<file path="src/design/sws_fifo.sv">
module sws_fifo #(
	parameter int W     = 8,
	parameter int DEPTH = 4
) (
	input  logic         clk,
	input  logic         arst_n,
	input  logic         push,
	input  logic [W-1:0] wdata,
	output logic         full,
	input  logic         pop,
	output logic [W-1:0] rdata,
	output logic         empty
);

	localparam int AW = $clog2(DEPTH);

	logic [W-1:0] mem_q [DEPTH];
	logic [AW-1:0] wr_q, rd_q;
	logic [AW:0] cnt_q;
	logic do_push, do_pop;

	assign full    = (cnt_q == (AW+1)'(DEPTH));
	assign empty   = (cnt_q == '0);
	assign do_push = push && !full;
	assign do_pop  = pop && !empty;
	assign rdata   = mem_q[rd_q];

	always_ff @(posedge clk) begin
		if (do_push) begin
			mem_q[wr_q] <= wdata;
		end
	end

	always_ff @(posedge clk or negedge arst_n) begin
		if (!arst_n) begin
			wr_q  <= '0;
			rd_q  <= '0;
			cnt_q <= '0;
		end else begin
			if (do_push) wr_q <= wr_q + 1'b1;
			if (do_pop) rd_q <= rd_q + 1'b1;
			cnt_q <= cnt_q + (AW+1)'(do_push) - (AW+1)'(do_pop);
		end
	end

endmodule

</file>
<file path="config.mk">
export PLATFORM = sky130hd
export DESIGN_NAME = sws_fifo
export DESIGN_NICKNAME = d
export VERILOG_FILES = /design/src/design/sws_fifo.sv
export SDC_FILE = /design/constraint.sdc
export NUM_CORES = 1
export LEC_CHECK = 0
export ABC_AREA = 1
export BUFFER_PORTS_ARGS = -buffer_cell sky130_fd_sc_hd__buf_2
export CORE_MARGIN = 1
export CORE_UTILIZATION = 56
export DETAILED_ROUTE_END_ITERATION = 16
export HOLD_SLACK_MARGIN = 0.1
export PLACE_DENSITY = 0.78
export SLEW_MARGIN = 40
export SYNTH_ARGS = -nofsm -noshare
export SYNTH_HDL_FRONTEND = slang
export SYNTH_SLANG_ARGS = --single-unit
</file>
<file path="constraint.sdc">
create_clock -name clk -period 2.28 [get_ports clk]
set_input_delay 0.456 -clock clk [delete_from_list [all_inputs] [get_ports clk]]
set_output_delay 0.456 -clock clk [all_outputs]
set_load 0.01 [all_outputs]
</file>
Word-level counts from Yosys, hierarchy flattened
Memories as Yosys holds them, arrays and structs flattened.
Index checks and enable logic that the tools add are counted.
{ "totals": {"ff_bits": 7, "mem_bits_rw": 32, "inputBits": 12, "elab_cells": 16, "mem_count": 1} }
{ "op_classes": {"add_sub_neg": 4, "n_eq_ne": 1, "n_mux": 2, "reduce_logical": 5} }
{ "mem_list": {"columns": ["memory", "depth", "width", "rd", "rd_ports_with_merged_regs", "wr", "line", "source"], "rows": [
  ["mem_q", 4, 8, 1, 0, 1, "17", "logic [W-1:0] mem_q [DEPTH];"]
]} }
{ "op_table": {"columns": ["cell", "count"], "rows": [
  ["$add 2x1->2 const B", 2],
  ["$add 3x1->3", 1],
  ["$eq 3x3->1 const B", 1],
  ["$logic_not 3->1", 1],
  ["$sub 3x1->3", 1],
  ["$logic_and 1x1->1", 2],
  ["$logic_not 1->1", 2],
  ["$mux 1", 2]
]} }

Depth between registers and ports, before layout
{ "logic_depth": {"word_depth": 5, "depth_mapped": 10, "depth_no_buf": 10} }

Least setup slack after synthesis
Ideal clock, no wire load.
{ "synth_path": {"kind": "register to register", "from": "register cnt_q[1]", "to": "register cnt_q[2]", "setup_time_ns": 0.065, "arrival_time_ns": 1.758, "required_ns": 2.215, "path_slack_ns": 0.457, "path_stages_with_launch": 11, "synth_period_minus_slack_ns": 1.823, "path_cell_list": "dfrtp_1 -> nor2_1 -> nand2_1 -> nand2_1 -> inv_1 -> ha_1 -> inv_1 -> ha_1 -> fa_1 -> nand3b_1 -> nand2_1"} }
{ "synth_via": {"elab_cells_between_ends": 8, "cone_classes": "add/sub (2); eq/ne (1); reduce/logical (5)"} }
{ "synth_lines": {"columns": ["item", "line", "source"], "rows": [
  ["start, declared", "19", "logic [AW:0] cnt_q;"],
  ["start signal, assigned", "42", "cnt_q <= cnt_q + (AW+1)'(do_push) - (AW+1)'(do_pop);"],
  ["$logic_not 3->1", "23", "assign empty = (cnt_q == '0);"],
  ["$logic_not 1->1", "25", "assign do_pop = pop && !empty;"],
  ["$logic_and 1x1->1", "25", null],
  ["named net do_pop", "20", "logic do_push, do_pop;"],
  ["$sub 3x1->3", "42", null]
]} }
The timed path passes the listed nets, and every way through them passes these cells.
A chain may end at the register's enable or synchronous reset.

Worst setup path in the final report
{ "layout_path": {"from": "register rd_q[0]", "to": "output port rdata[3]"} }
{ "layout_via": {"elab_chain_len": 1} }
{ "layout_lines": {"columns": ["item", "line", "source"], "rows": [
  ["start, declared", "18", "logic [AW-1:0] wr_q, rd_q;"],
  ["start signal, assigned", "41", "if (do_pop) rd_q <= rd_q + 1'b1;"],
  ["$mem_v2 4x8", null, null],
  ["end, declared", "11", "output logic [W-1:0] rdata,"]
]} }
Every way passes these cells.

==> flow_summary.yaml <==
status:
  outcome: "finished, violations left"
  violations: "design-rule violations"
synth:
  yosys.area_share.simple_pct: 16.4
  yosys.area_share.xor_xnor_pct: 0
  ys_warn_count: 0
  synthMuxAreaShare_pct: 0
  syn_nets: 178
  synth_compound_area_share_pct: 4.64
  netlist_area_um2: 1730
  synth.distinct_cells: 16
  synthAdderAreaFrac_pct: 5.51
  syn_inst: 159
  synth_top_family_by_area: "simple AND/OR/NAND/NOR gates"
  ys_ff_latch: 39
  syn_avg_cell_area_um2: 10.9
  synth-seq-area-share_pct: 65.8
drt:
  antenna_left: 0
  drtIter0Drc: 31
  first_pass_iters: 10
  viasPerCell: 4.95
  wl_per_cell_um: 12.8
  wl_um: 2830
  vias: 1094
  drc: 2
timing:
  setup_violations: 0
  fin_crit_sh_pct: 86.6
  slew_viol_final: 0
  rsz0062_at_grt: "false"
  whs_ps: 316
  fmax_ghz: 0.506
  setup_tns_ps: 0
  fin_skew_ps: 5.77
  fin_crit_ps: 1970
  tightest_slew_ps: 302
  maxSlewHeadroom_pct: 79.9
  final-hold-violation-count: 0
finish:
  instances_no_fill: 221
  fin_area_um2: 1940
  area_growth_pct: 12.6
  finalNetCount: 208
  drive_above_1_share_pct: 20.5
  regArea_um2: 1140
  fin_util_pct: 68.7
  diodes: 0
  final_cell_mix: "nand2_1, edfxtp_1, inv_1"
  nFillCells: 214
  multiInputGateArea_um2: 458
  layout_commonest_cell: "nand2_1"
job:
  maxCapViolCount: 0
setup_path:
  critPathCapture: "rdata[3]"
  cp_max_fo: 11
  startpoint: "rd_q[0]$_DFFE_PN0P_"
  endpoint_kind: "output port"
  rrSetupSlack_ps: 320
  cp_data_arrival_time_ps: 1520
  crit_required_ps: 1820
  crit-reg2reg-launch: "cnt_q[1]$_DFF_PN0_"
  critPathKind: "register to output port"
  r2r_cells: 10
  r2r-end: "cnt_q[2]$_DFF_PN0_"
  crit_path_start_kind: "register"
cts:
  cts_root_buf: "clkbuf_4"
  cts.path.max_buffers: 2
  cts_sinks: 39
  cts_tree: "built"
  cts_buffers: 5
  clk_latency_ps: 350
  htree_num_levels: 2
  clk_pin_slew_worst_paths_ps: 120
pwr:
  p_sw_share_pct: 38.3
  p_leak_nw: 0.895
  p_switching_uw: 899
  seqPwrFrac_pct: 45.2
  power_density_nw_per_um2: 1210
  comb_power_share_pct: 40.4
  p_int_mw: 1.45
  peakVddDrop_v: 0.000637
  clkPwrFrac_pct: 14.4
global_routing:
  grt_max_degree: 18
  grt_pass1_vias: 1110
  grt.total_usage_pct: 20.4
  grt_overflow: 0
  antenna_found_initial: 0
  grt_pass1_wl_um: 4760
place:
  dp_cells: 212
  hpwl_um: 2020
  placed_area_um2: 1880
  io_buffer_count: 21
  place_congestion: 0.727
die:
  start_util_pct: 61.0
  die_w_um: 57.5
  io_pins: 22
  core-area_um2: 2830
  num_rows: 19
  dieHeight_um: 57.5
  dieArea_um2: 3310
min_path:
  min_path_type: "primary input to register"
## synthesized netlist by cell type (all sizes together)
cell type | count | share of area [%]
edfxtp | 32 | 56
fa | 1 | 1.2
dfrtp | 7 | 10
buf | 4 | 2.4
o21ai | 16 | 4.6
nor2 | 21 | 5.0
nand2 | 43 | 9.8
nand3 | 4 | 1.2
nand3b | 1 | 0.44
ha | 6 | 4.4
inv | 24 | 5.2
## per-layer routing
layer | part of all wire, % | global-route usage (%) | up-vias
li1 | - | - | 570
met1 | 41 | 22.4 | 498
met2 | 53 | 35.9 | 18
met5 | 0 | 0 | -
met3 | 2.9 | 4.76 | 8
met4 | 2.3 | 11.8 | 0
## registers in the layout, summed over array words and instances (netlist names)
name and cells:
cnt_q 3, mem_q 32, rd_q 2, wr_q 2
## stage by stage
| step | worst slack (ps) | power (mW) |
|---|---|---|
| 2_1_floorplan | 457 | 1.73 |
| 3_3_place_gp | 414 | 1.97 |
| 3_5_place_dp | 326 | 2.03 |
| 4_1_cts | 86.8 | 2.37 |
| 5_1_grt | 135 | 2.55 |
| 6_report | 306 | 2.34 |
## layout make-up
class                   count  share of cell area [%]
inverters                  24                    4.64
clock inverters             2                   0.644
multi-input cells          92                    23.6
well taps                  31                    2.00
repair buffers             27                    8.50
flip-flops and latches     39                    58.5
clock buffers               6                    2.12
## worst min path at each step
stage / from / to / slack (ps) / cells past startpoint
final: wdata[5] / mem_q[3][5]$_DFFE_PP_ / 320 / 1
after global routing: wdata[5] / mem_q[0][5]$_DFFE_PP_ / 300 / 1
after CTS: wdata[5] / mem_q[2][5]$_DFFE_PP_ / 300 / 1
after detailed placement: arst_n / wr_q[1]$_DFFE_PN0P_ / 300 / 1
after global placement: arst_n / wr_q[0]$_DFFE_PN0P_ / 290 / 1
after floorplan: arst_n / cnt_q[0]$_DFF_PN0_ / 160 / 0
## what timing repair did
item	in CTS	in global routing
hold endpoints to repair	7	0
resized for setup	0	1
setup buffers	0	0
hold buffers	1	0
setup endpoints to repair	0	2
## cell families (layout without fill, tap and decap cells)
logic type / count (synthesis) / count (layout)
compound gates: 16 / 16
fa+ha+maj: 7 / 7
buf+inv: 28 / 59
flops: 39 / 39
simple gates: 69 / 69
## power groups by stage
stage	clock [mW]	combinational, mW	sequential (mW)
final	0.339	0.947	1.06
after global routing	0.380	1.09	1.08
after CTS	0.352	0.964	1.06
after detailed placement	0	0.958	1.07
after global placement	0	0.904	1.06
after floorplan	0	0.699	1.03
## critical path, stage by stage, from the launching register on
cell and delay [ps]:
dfrtp_2 510, inv_1 210, o21ai_0 240, nand2_1 70
buf_2 140
No activity file was read; power rests on OpenSTA's default activity.
